`src/rtl/u8u16_pkg.sv`:
```
// Shared types and constants for the UTF-8 to UTF-16 transcoder.
package u8u16_pkg;

  localparam int QUEUE_DEPTH_DEFAULT = 4;

  localparam logic [20:0] MAX_CODE_POINT = 21'h10FFFF;
  localparam logic [20:0] SUPP_BASE      = 21'h010000;
  localparam logic [20:0] SURR_FIRST     = 21'h00D800;
  localparam logic [20:0] SURR_LAST      = 21'h00DFFF;
  localparam logic [20:0] MIN_TWO_BYTE   = 21'h000080;
  localparam logic [20:0] MIN_THREE_BYTE = 21'h000800;
  localparam logic [5:0]  HIGH_SURR_TAG  = 6'b110110;
  localparam logic [5:0]  LOW_SURR_TAG   = 6'b110111;

  localparam logic [7:0] LEAD2_MASK = 8'hE0;
  localparam logic [7:0] LEAD2_CODE = 8'hC0;
  localparam logic [7:0] LEAD3_MASK = 8'hF0;
  localparam logic [7:0] LEAD3_CODE = 8'hE0;
  localparam logic [7:0] LEAD4_MASK = 8'hF8;
  localparam logic [7:0] LEAD4_CODE = 8'hF0;
  localparam logic [1:0] TRAIL_TAG  = 2'b10;

  typedef struct packed {
    logic [7:0] in_byte;
    logic       end_of_string;
  } byte_item_t;

  typedef struct packed {
    logic [15:0] code_unit;
    logic        unit_valid;
    logic        string_done;
    logic        string_bad;
  } unit_item_t;

  // One queue entry: one result, or two for a surrogate pair.
  typedef struct packed {
    logic [15:0] first_unit;
    logic [15:0] second_unit;
    logic        pair;
    logic        first_valid;
    logic        done;
    logic        bad;
  } work_t;

endpackage

```
`src/rtl/u8u16_front.sv`:
```
// Front end: validates UTF-8 bytes and turns each valid finished sequence or string end into a queue entry.
module u8u16_front
  import u8u16_pkg::*;
(
  input  logic       clk,
  input  logic       rst,
  input  logic       byte_valid,
  output logic       byte_ready,
  input  byte_item_t byte_item,
  input  logic       q_full,
  output logic       push,
  output work_t      push_entry
);

  logic [20:0] code_accum, code_accum_next;
  logic [1:0]  trail_left, trail_left_next;
  logic [1:0]  seq_length, seq_length_next;
  logic        error_seen, error_next;

  logic [7:0]  b;
  logic        last;
  logic        accept;
  logic        complete;
  logic        cp_bad;
  logic [20:0] cp;
  logic [20:0] offset;
  logic        have_unit;
  logic        pair;
  logic [15:0] unit_a;
  logic [15:0] unit_b;
  logic        final_bad;

  assign b          = byte_item.in_byte;
  assign last       = byte_item.end_of_string;
  assign byte_ready = !q_full;
  assign accept     = byte_valid && byte_ready;

  always_comb begin
    code_accum_next = code_accum;
    trail_left_next = trail_left;
    seq_length_next = seq_length;
    error_next      = error_seen;
    complete        = 1'b0;
    cp              = '0;
    offset          = '0;
    cp_bad          = 1'b0;
    have_unit       = 1'b0;
    pair            = 1'b0;
    unit_a          = '0;
    unit_b          = '0;
    if (!error_seen) begin
      if (trail_left == 2'd0) begin
        priority if (!b[7]) begin
          cp              = {13'd0, b};
          seq_length_next = 2'd0;
          complete        = 1'b1;
        end else if ((b & LEAD2_MASK) == LEAD2_CODE) begin
          code_accum_next = {16'd0, b[4:0]};
          seq_length_next = 2'd1;
          trail_left_next = 2'd1;
        end else if ((b & LEAD3_MASK) == LEAD3_CODE) begin
          code_accum_next = {17'd0, b[3:0]};
          seq_length_next = 2'd2;
          trail_left_next = 2'd2;
        end else if ((b & LEAD4_MASK) == LEAD4_CODE) begin
          code_accum_next = {18'd0, b[2:0]};
          seq_length_next = 2'd3;
          trail_left_next = 2'd3;
        end else begin
          error_next = 1'b1;
        end
      end else if (b[7:6] != TRAIL_TAG) begin
        error_next = 1'b1;
      end else begin
        code_accum_next = {code_accum[14:0], b[5:0]};
        trail_left_next = trail_left - 2'd1;
        if (trail_left_next == 2'd0) begin
          cp       = code_accum_next;
          complete = 1'b1;
        end
      end

      if (complete) begin
        cp_bad = (seq_length_next == 2'd1 && cp < MIN_TWO_BYTE) ||
                 (seq_length_next == 2'd2 && cp < MIN_THREE_BYTE) ||
                 (seq_length_next == 2'd3 && cp < SUPP_BASE) ||
                 (cp > MAX_CODE_POINT) ||
                 (cp >= SURR_FIRST && cp <= SURR_LAST);
        if (cp_bad) begin
          error_next = 1'b1;
        end else if (cp < SUPP_BASE) begin
          have_unit = 1'b1;
          unit_a    = cp[15:0];
        end else begin
          offset    = cp - SUPP_BASE;
          have_unit = 1'b1;
          pair      = 1'b1;
          unit_a    = {HIGH_SURR_TAG, offset[19:10]};
          unit_b    = {LOW_SURR_TAG, offset[9:0]};
        end
        code_accum_next = '0;
        seq_length_next = 2'd0;
      end

      if (error_next) begin
        have_unit       = 1'b0;
        pair            = 1'b0;
        code_accum_next = '0;
        trail_left_next = 2'd0;
        seq_length_next = 2'd0;
      end
    end
  end

  assign final_bad = error_next || (trail_left_next != 2'd0);

  always_comb begin
    push_entry = '0;
    push       = accept && (last || have_unit);
    if (last && final_bad) begin
      push_entry.done = 1'b1;
      push_entry.bad  = 1'b1;
    end else begin
      push_entry.first_unit  = unit_a;
      push_entry.second_unit = unit_b;
      push_entry.pair        = pair;
      push_entry.first_valid = have_unit;
      push_entry.done        = last;
    end
  end

  always_ff @(posedge clk) begin
    if (rst || (accept && last)) begin
      code_accum <= '0;
      trail_left <= '0;
      seq_length <= '0;
      error_seen <= 1'b0;
    end else if (accept) begin
      code_accum <= code_accum_next;
      trail_left <= trail_left_next;
      seq_length <= seq_length_next;
      error_seen <= error_next;
    end
  end

  a_error_clears_sequence: assert property (@(posedge clk) disable iff (rst)
    error_seen |-> (trail_left == 2'd0 && seq_length == 2'd0 && code_accum == '0))
    else $error("sequence state not cleared after an error");

  a_trail_matches_length: assert property (@(posedge clk) disable iff (rst)
    trail_left <= seq_length)
    else $error("more trail bytes pending than the sequence holds");

endmodule

```
`src/rtl/u8u16_queue.sv`:
```
// Short queue of decoded entries between the front and back ends.
module u8u16_queue
  import u8u16_pkg::*;
#(
  parameter int DEPTH = QUEUE_DEPTH_DEFAULT
) (
  input  logic  clk,
  input  logic  rst,
  input  logic  push,
  input  work_t push_entry,
  input  logic  pop,
  output work_t head,
  output logic  full,
  output logic  not_empty
);

  localparam int PTR_W = (DEPTH > 1) ? $clog2(DEPTH) : 1;
  localparam int CNT_W = $clog2(DEPTH + 1);

  work_t            slots [DEPTH];
  logic [PTR_W-1:0] wr_ptr;
  logic [PTR_W-1:0] rd_ptr;
  logic [CNT_W-1:0] count;
  logic             do_push;
  logic             do_pop;

  assign full      = (count == CNT_W'(DEPTH));
  assign not_empty = (count != '0);
  assign head      = slots[rd_ptr];
  assign do_push   = push && !full;
  assign do_pop    = pop && not_empty;

  always_ff @(posedge clk) begin
    if (do_push) begin
      slots[wr_ptr] <= push_entry;
    end
  end

  always_ff @(posedge clk) begin
    if (rst) begin
      wr_ptr <= '0;
      rd_ptr <= '0;
      count  <= '0;
    end else begin
      if (do_push) begin
        wr_ptr <= (wr_ptr == PTR_W'(DEPTH - 1)) ? '0 : wr_ptr + 1'b1;
      end
      if (do_pop) begin
        rd_ptr <= (rd_ptr == PTR_W'(DEPTH - 1)) ? '0 : rd_ptr + 1'b1;
      end
      count <= count + CNT_W'(do_push) - CNT_W'(do_pop);
    end
  end

  a_no_push_when_full: assert property (@(posedge clk) disable iff (rst)
    !(push && full))
    else $error("transfer pushed into a full queue");

  a_count_tracks: assert property (@(posedge clk) disable iff (rst)
    (do_push && !do_pop) |=> (count == $past(count) + 1'b1))
    else $error("queue count lost a push");

endmodule

```
`src/rtl/u8u16_back.sv`:
```
// Back end: unpacks queue entries into single UTF-16 results behind an output register.
module u8u16_back
  import u8u16_pkg::*;
(
  input  logic       clk,
  input  logic       rst,
  input  work_t      head,
  input  logic       not_empty,
  output logic       pop,
  output logic       res_valid,
  input  logic       res_ready,
  output unit_item_t res_item
);

  work_t cur;
  logic  cur_valid;
  logic  second;
  logic  last_phase;

  assign last_phase = !cur.pair || second;
  assign pop        = not_empty && (!cur_valid || (res_ready && last_phase));
  assign res_valid  = cur_valid;

  always_comb begin
    res_item = '0;
    if (cur.pair && !second) begin
      res_item.code_unit  = cur.first_unit;
      res_item.unit_valid = 1'b1;
    end else if (cur.pair) begin
      res_item.code_unit   = cur.second_unit;
      res_item.unit_valid  = 1'b1;
      res_item.string_done = cur.done;
    end else begin
      res_item.code_unit   = cur.first_unit;
      res_item.unit_valid  = cur.first_valid;
      res_item.string_done = cur.done;
      res_item.string_bad  = cur.bad;
    end
  end

  always_ff @(posedge clk) begin
    if (pop) begin
      cur <= head;
    end
  end

  always_ff @(posedge clk) begin
    if (rst) begin
      cur_valid <= 1'b0;
      second    <= 1'b0;
    end else if (pop) begin
      cur_valid <= 1'b1;
      second    <= 1'b0;
    end else if (cur_valid && res_ready) begin
      if (last_phase) begin
        cur_valid <= 1'b0;
        second    <= 1'b0;
      end else begin
        second <= 1'b1;
      end
    end
  end

  a_second_only_for_pair: assert property (@(posedge clk) disable iff (rst)
    second |-> (cur_valid && cur.pair))
    else $error("second half shown for an entry without a pair");

  a_bad_is_empty_done: assert property (@(posedge clk) disable iff (rst)
    (res_valid && res_item.string_bad) |-> (res_item.string_done && !res_item.unit_valid))
    else $error("rejected string result carries a unit");

endmodule

```
`src/rtl/utf8_to_utf16_transcoder.sv`:
```
// Top level of the UTF-8 to UTF-16 transcoder.
//
//  Channel  Direction  Handshake                Payload
//  byte     in         byte_valid / byte_ready  byte_item (in_byte, end_of_string)
//  res      out        res_valid / res_ready    res_item (code_unit, unit_valid,
//                                                         string_done, string_bad)
//
// One byte is accepted per cycle while the entry queue has room; one result leaves per cycle
// while res_ready is high. A surrogate pair leaves as two results from a single queue entry.
// A result passes through a queue slot and then the back end's output register before it is visible.
// The synchronous reset empties the queue and the output register and clears the decoder.
// A stall on res only reaches byte_ready once QUEUE_DEPTH entries are waiting.
module utf8_to_utf16_transcoder
  import u8u16_pkg::*;
#(
  parameter int QUEUE_DEPTH = QUEUE_DEPTH_DEFAULT
) (
  input  logic       clk,
  input  logic       rst,
  input  logic       byte_valid,
  output logic       byte_ready,
  input  byte_item_t byte_item,
  output logic       res_valid,
  input  logic       res_ready,
  output unit_item_t res_item
);

  logic  push;
  work_t push_entry;
  logic  pop;
  work_t head;
  logic  q_full;
  logic  not_empty;

  u8u16_front u_front (
    .clk        (clk),
    .rst        (rst),
    .byte_valid (byte_valid),
    .byte_ready (byte_ready),
    .byte_item  (byte_item),
    .q_full     (q_full),
    .push       (push),
    .push_entry (push_entry)
  );

  u8u16_queue #(
    .DEPTH (QUEUE_DEPTH)
  ) u_queue (
    .clk        (clk),
    .rst        (rst),
    .push       (push),
    .push_entry (push_entry),
    .pop        (pop),
    .head       (head),
    .full       (q_full),
    .not_empty  (not_empty)
  );

  u8u16_back u_back (
    .clk       (clk),
    .rst       (rst),
    .head      (head),
    .not_empty (not_empty),
    .pop       (pop),
    .res_valid (res_valid),
    .res_ready (res_ready),
    .res_item  (res_item)
  );

endmodule

```
`config.mk`:
```
export PLATFORM = sky130hd
export DESIGN_NAME = utf8_to_utf16_transcoder
export DESIGN_NICKNAME = d
export VERILOG_FILES = /design/src/rtl/u8u16_pkg.sv /design/src/rtl/u8u16_front.sv /design/src/rtl/u8u16_queue.sv /design/src/rtl/u8u16_back.sv /design/src/rtl/utf8_to_utf16_transcoder.sv
export SDC_FILE = /design/constraint.sdc
export NUM_CORES = 1
export LEC_CHECK = 0
export BUFFER_PORTS_ARGS = -buffer_cell sky130_fd_sc_hd__buf_2
export CORE_UTILIZATION = 45
export CTS_CLUSTER_SIZE = 8
export DETAILED_ROUTE_END_ITERATION = 10
export GPL_TIMING_DRIVEN = 0
export PLACE_DENSITY_LB_ADDON = 0.3
export SLEW_MARGIN = 20
export SYNTH_ARGS = -nofsm -noshare
export SYNTH_HDL_FRONTEND = slang
export SYNTH_HIERARCHICAL = 1
export SYNTH_SLANG_ARGS = --single-unit
```
`constraint.sdc`:
```
create_clock -name clk -period 12.25 [get_ports clk]
set_input_delay 0.6125 -clock clk [delete_from_list [all_inputs] [get_ports clk]]
set_output_delay 0.6125 -clock clk [all_outputs]
set_load 0.02 [all_outputs]
```
==> flow_summary.toml, run 1 <==
[yosys]
synth_area_leader_cell = "edfxtp_1"
synthFlopType = "edfxtp_1"
synth_top_area_share_pct = 61.4
synthAdderAreaFrac_pct = 1.79
synth_edf_count = 180
synthSimpleGateAreaFrac_pct = 9.22
synthMuxAreaShare_pct = 11.9
synth_top_family_by_area = "multiplexers"
synth-xor-area-share_pct = 0.199
synth_nets = 572
postSynthAreaPerCell_um2 = 16.1
async_flop_share_pct = 0
synth-compound-area-share_pct = 5.25
synth.area.top_cells = "edfxtp_1 61%, mux4_2 9.2%, dfxtp_1 7.0%"
synth_cell_types = 69
synth_area_mm2 = 0.00881
synth-seq-area-share_pct = 68.4
ys_seq_elements = 211
synth_warnings = 6
syn_inst = 547

[floorplanning]
dieArea_mm2 = 0.0201
die_h_um = 142
die_w_um = 142
fp.coreArea_mm2 = 0.0190
pin_count = 34
initial_core_util_pct = 46.5
rows = 50

[pwr]
max-vdd-ir-drop_uv = 102
p_per_area_mw_per_mm2 = 222
p_leak_nw = 3.50

[place]
port_buffers = 33
routabilityCongestion = 0.875
place_area_mm2 = 0.00940
dp.final_hpwl_um = 11500
pre_cts_ws_ns = 7.17

[global_route]
antenna_found_initial = 0
grt_pass1_wl_um = 27700
grt_usage_pct = 18.2
first_global_vias = 5096
overflow = 0
grt_max_degree = 37

[route]
drtIter0Drc = 416
final_antenna_net_count = 0
wl_per_cell_um = 19.7
dr.pass1.iters = 5
vias = 4916
vias_per_cell = 5.54
wl_um = 17500
route.detailed.drc = 0

[clock_tree]
cts_setup_buffers = 0
clk_path_buf_depth = 3
cts_buffers = 30
cts_htree_levels = 1
hold_buffers = 0
path_clk_slew_ns = 0.05
clk_latency_ns = 0.52
clock_sinks = 211
clockRootBuffer = "clkbuf_16"
cts_resized = 0
cts_tree = "yes"

[timing]
whs_ns = 0.338
rsz0062_at_grt = "false"
clock_skew_ns = 0.0141
worst_slew_margin_rel_pct = 32.3
finalMaxSlewViolations = 0
finalWorstSetupSlack_ns = 7.43
fmax_mhz = 207
fin_crit_ns = 4.82
setup-violations-final = 0
finalCritPeriodShare_pct = 39.4
finalSetupTns_ns = 0
worst_pin_slew_ns = 1.02
hold_viol = 0

[setup_path]
startpoint = "u_front/trail_left[0]"
reg2reg_depth = 20
crit_type = "flip-flop to flip-flop"
cp_data_arrival_time_ns = 5.27
r2r_slack_ns = 7.43
worstPathRequired_ns = 12.69
path_cells = "inv_1 -> ha_1 -> and4bb_2 -> clkbuf_1 -> nand2_1 -> ha_1 -> and4_1 -> o221ai_2 -> nand4_2 -> o21ai_0 -> and2_4 -> inv_1 -> ha_1 -> inv_1 -> ha_1 -> inv_1 -> fa_1 -> xor2_1 -> and2_1 -> nor3_1"
crit_path_end_kind = "flip-flop"
critPathTopFamily = "simple AND/OR/NAND/NOR gates"
r2r_end = "u_queue/count[2]"
crit_fanout = 10
crit_slowest_cell = "o21ai_0"
slowest_delay_ns = 0.66
startpoint_type = "flip-flop"
r2r-start = "u_front/trail_left[0]"
worst-path-buf-inv = 5

[final_layout]
diodes = 0
seqCellArea_mm2 = 0.00603
fin_nets = 640
mostFrequentLayoutCells = "180 x edfxtp_1, 38 x buf_2, 36 x mux4_2"
final_util_pct = 54.1
drive_above_1_share_pct = 25.6
fin_area_mm2 = 0.0103
syn_to_final_growth_pct = 16.4
multi_input_area_mm2 = 0.00252
final_common_cell = "edfxtp_1"
n_fill_cell = 1550

[worst_hold_path]
hold_start = "res_ready"
hold_depth = 2
holdPathEnd = "u_back/res_valid"
worst_hold_path_type = "input pin to flip-flop"

[flow_run]
cap_violations = 0

[run_status]
status = "completed"
## cells in the mapped netlist (3+ instances only)
cell type  count
and3_2         3
ha_1          11
edfxtp_1     180
a21oi_1       19
inv_1         14
clkbuf_1      18
nor2b_1        6
or4_1          3
o21ai_0        4
nand2_1       34
nor3_1        13
nor4_1         3
nor2_1        32
a32o_1         5
mux2_4        10
nand4_1        6
a22oi_1        7
nand2b_1       4
nand3_1       17
buf_4          5
and3_1        11
or2_2          3
buf_2          5
dfxtp_1       31
mux2_2         6
mux4_2        36
or3_1          4
buf_6          6
## cell families (layout without fill, tap and decap cells)
kind of cell / count (synthesis) / after routing
fa+ha+maj: 12 / 12
other cells: 1 / 1
xor+xnor: 2 / 2
flops: 211 / 211
simple gates: 154 / 154
compound gates: 61 / 61
buf+inv: 52 / 133
mux: 54 / 54
## per-stage QoR
stage	power [mW]	instances
3_5_place_dp	1.55	843
4_1_cts	2.30	888
3_3_place_gp	1.49	840
5_1_grt	2.37	888
6_report	2.27	888
2_1_floorplan	1.36	547
## power by group
part           internal [mW]  total, mW  switching [mW]
combinational          0.248      0.537           0.289
sequential             0.949      0.991          0.0419
clock                  0.475      0.746           0.271
## how the worst max path moves through the flow
stage / end / slack [ns] / cells after the start
floorplan: u_queue/count[2] / 7.93 / 12
global placement: u_queue/count[2] / 6.39 / 13
detailed placement: u_queue/count[2] / 7.17 / 20
CTS: u_queue/count[2] / 7.45 / 20
global route: u_queue/count[2] / 7.16 / 20
finish: u_queue/count[2] / 7.43 / 20
## routing by layer
layer	vias up	share of wire [%]	global-route usage, %
met5	-	0	0
met2	131	50	30.4
met4	0	1.1	5.04
met1	2504	45	24.6
met3	15	4.7	3.17
li1	2266	-	-
## sequential cells by signal (all words and copies together), names as in the netlist, named ones only
name / flops
u_queue/rd_ptr: 2
u_back/res_valid: 1
u_front/seq_length: 2
u_queue/count: 3
u_front/trail_left: 2
u_front/error_seen: 1
u_back/cur: 36
u_queue/wr_ptr: 2
u_back/second: 1
u_front/code_accum: 15
u_queue/slots: 144
## worst register-to-register path: cells and delay by family, from the launching register on
family | cells | cell delay, ns
adder cells (fa/ha/maj) | 5 | 1.29
XOR/XNOR | 1 | 0.16
AO/OA/AOI/OAI | 2 | 0.85
buffers and inverters | 5 | 0.60
flip-flops | 1 | 0.41
AND/OR/NAND/NOR | 7 | 1.45
## layout make-up
class / instances / area share, %
flip-flops and latches: 211 / 58.8
multi-input cells: 284 / 24.6
clock inverters: 1 / 0.293
well taps: 260 / 3.17
clock buffers: 44 / 8.04
repair buffers: 36 / 2.42
plain buffers: 37 / 2.20
inverters: 15 / 0.549
Power figures use the tool's default switching activity.
==> inputs of run 2 (changes only) <==
--- a/config.mk
+++ b/config.mk
@@ -5,6 +5,7 @@
 export SDC_FILE = /design/constraint.sdc
 export NUM_CORES = 1
 export LEC_CHECK = 0
+export ABC_AREA = 1
 export BUFFER_PORTS_ARGS = -buffer_cell sky130_fd_sc_hd__buf_2
 export CORE_UTILIZATION = 45
 export CTS_CLUSTER_SIZE = 8
==> constraint.sdc (replaced) <==
create_clock -name clk -period 4 [get_ports clk]
set_input_delay 0.2 -clock clk [delete_from_list [all_inputs] [get_ports clk]]
set_output_delay 0.2 -clock clk [all_outputs]
set_load 0.02 [all_outputs]
==> run 2 against run 1 <==
  * Critical path depth rose by 4
  * Final area rose by 11%
  * Clock power grew to 3.1 times the previous value
==> flow_summary.toml, run 2 <==
[setup_path]
startpoint_type = "flip-flop"
crit_type = "flip-flop to flip-flop"
crit_fanout = 10
reg2reg_depth = 24
cp_data_arrival_time_ns = 4.15
crit_path_end_kind = "flip-flop"
worstPathRequired_ns = 4.43

[route]
vias = 6606
route.detailed.drc = 0
wl_um = 22100
vias_per_cell = 5.22
dr.pass1.iters = 4
final_antenna_net_count = 0
drtIter0Drc = 479
wl_per_cell_um = 17.4

[clock_tree]
clockRootBuffer = "clkbuf_16"
cts_htree_levels = 1
cts_tree = "yes"
clk_latency_ns = 0.53
path_clk_slew_ns = 0.05
cts_buffers = 30
clk_path_buf_depth = 3
clock_sinks = 211
cts_setup_buffers = 0

[place]
dp.final_hpwl_um = 15200
routabilityCongestion = 0.936
port_buffers = 33
dp.cells = 1205
pre_cts_ws_ns = 0.159

[timing]
clock_skew_ns = 0.0179
finalCritPeriodShare_pct = 93.1
worst_slew_margin_rel_pct = 53.9
finalWorstSetupSlack_ns = 0.274
rsz0062_at_grt = "false"
fmax_mhz = 268
setup-violations-final = 0
fin_crit_ns = 3.73
hold_viol = 0
finalMaxSlewViolations = 0
worst_pin_slew_ns = 0.689

[floorplanning]
die_h_um = 149
pin_count = 34
initial_core_util_pct = 46.2
rows = 53
dieArea_mm2 = 0.0223
fp.coreArea_mm2 = 0.0212
die_w_um = 149

[yosys]
async_flop_share_pct = 0
ys_seq_elements = 211
synth_area_mm2 = 0.00977
syn_inst = 891
synth_cell_types = 46
postSynthAreaPerCell_um2 = 11.0
synthFlopType = "edfxtp_1"
synth_warnings = 6
synth_edf_count = 180
synth_top_area_share_pct = 55.3
synth_area_leader_cell = "edfxtp_1"
synth_nets = 916
synth_commonest_cells = "180 x edfxtp_1, 135 x nand2_1, 133 x nor2_1, 49 x o21ai_0, 47 x inv_1"
synth-seq-area-share_pct = 61.7
synth_most_common_cell = "edfxtp_1"
synth.area.top_cells = "edfxtp_1 55%, dfxtp_1 6.4%, nand2_1 5.2%"

[pwr]
max-vdd-ir-drop_uv = 274
p_leak_nw = 4.18
p_per_area_mw_per_mm2 = 719

[flow_run]
cap_violations = 0

[worst_hold_path]
worst_hold_path_type = "input pin to flip-flop"
hold_depth = 4

[final_layout]
stdcell_count = 1265
syn_to_final_growth_pct = 16.5
diodes = 0
drive_above_1_share_pct = 22.2
mostFrequentLayoutCells = "180 x edfxtp_1, 135 x nand2_1, 129 x nor2_1"
largest_register_ffs = 144
final_util_pct = 53.8
fin_nets = 991
reg_top3 = "u_queue/slots (144), u_back/cur (36), u_front/code_accum (15)"
regMostFlops = "u_queue/slots"
final_common_cell = "edfxtp_1"

[global_route]
grt_max_degree = 24
grt_usage_pct = 20.5
antenna_found_initial = 0
overflow = 0
first_global_vias = 6230
grt_pass1_wl_um = 34700

[run_status]
status = "completed"
run 2: cell count changes after synthesis, sizes merged, moves of 7 or more:
cell    delta
mux4      -36
o22ai     +37
a21oi     +12
nor3       -7
nand2    +109
mux2      -16
nor2     +132
and3      -14
inv       +40
nand3     +27
clkbuf    -10
o21ai     +96
buf       +20
a22oi      -7
run 2: cell type report:
type / count / area, um^2
Buffer: 47 / 377
Timing Repair Buffer: 43 / 348
Fill cell: 1805 / 9770
Clock inverter: 2 / 8.76
Tap cell: 275 / 344
Multi-Input combinational cell: 572 / 3170
Sequential cell: 211 / 6030
Inverter: 61 / 251
Clock buffer: 54 / 862
run 2: logic make-up after synthesis:
| family | count (synthesis) | synth area share [%] |
|---|---|---|
| xor+xnor | 3 | 0.269 |
| simple gates | 378 | 17.9 |
| mux | 1 | 0.102 |
| other cells | 1 | 0.0384 |
| buf+inv | 108 | 6.43 |
| flops | 211 | 61.7 |
| compound gates | 177 | 12.0 |
| fa+ha+maj | 12 | 1.61 |
run 2: repair_timing:
action                                 4_1_cts  5_1_grt
gates resized for setup                      0        2
setup endpoints to repair                    0       33
hold buffers                                 4        0
endpoints found under the hold margin        6        0
run 2: report_power, final:
group          internal (mW)  total [mW]  switching [mW]
logic                  0.943        2.67            1.72
clock network           1.43        2.29           0.864
registers               3.03        3.22           0.197
total                   5.40        8.18            2.79
run 2: final timing paths:
path | startpoint | to | slack (ns)
max | u_front/trail_left[0] | u_queue/count[2] | 0.27
min | res_ready | u_back/res_valid | 0.03
max reg2reg | u_front/trail_left[0] | u_queue/count[2] | 0.27
min reg2reg | u_front/code_accum[13] | u_front/code_accum[13] | 0.49
run 2: worst max-delay path, cell delays in order (launching register included):
cell and delay (ns):
dfxtp_1 0.39, inv_1 0.09, ha_1 0.20, buf_4 0.17
clkinv_2 0.10, buf_2 0.26, nand4_1 0.21, ha_1 0.26
nand2_1 0.06, nor2_1 0.06, nand2_1 0.06, nor2_1 0.04
nand2_1 0.05, nand2_1 0.06, nand2_2 0.08, nand3_4 0.11
o22ai_2 0.21, nand2_4 0.15, ha_1 0.32, inv_1 0.05
ha_1 0.13, inv_1 0.04, fa_1 0.37, nor2_1 0.11
nor2_1 0.05
run 2: per-stage QoR:
stage / hold slack, ns / power [mW] / setup TNS [ns] / area (um^2)
final: 0.0284 / 8.18 / 0 / 11400
after global routing: 0.0267 / 8.61 / 0 / 11400
after CTS: 0.0113 / 8.25 / 0 / 11400
after detailed placement: 0.456 / 5.93 / 0 / 10500
after global placement: 0.452 / 5.80 / -248.60 / 10300
after floorplan: 0.267 / 5.05 / -20.56 / 9770
run 2: per-layer routing:
| layer | share of wire, % | track usage, % |
|---|---|---|
| met3 | 5.7 | 3.39 |
| met4 | 1.4 | 5.46 |
| met5 | 0 | 0 |
| met2 | 48 | 33.7 |
| met1 | 45 | 28.2 |
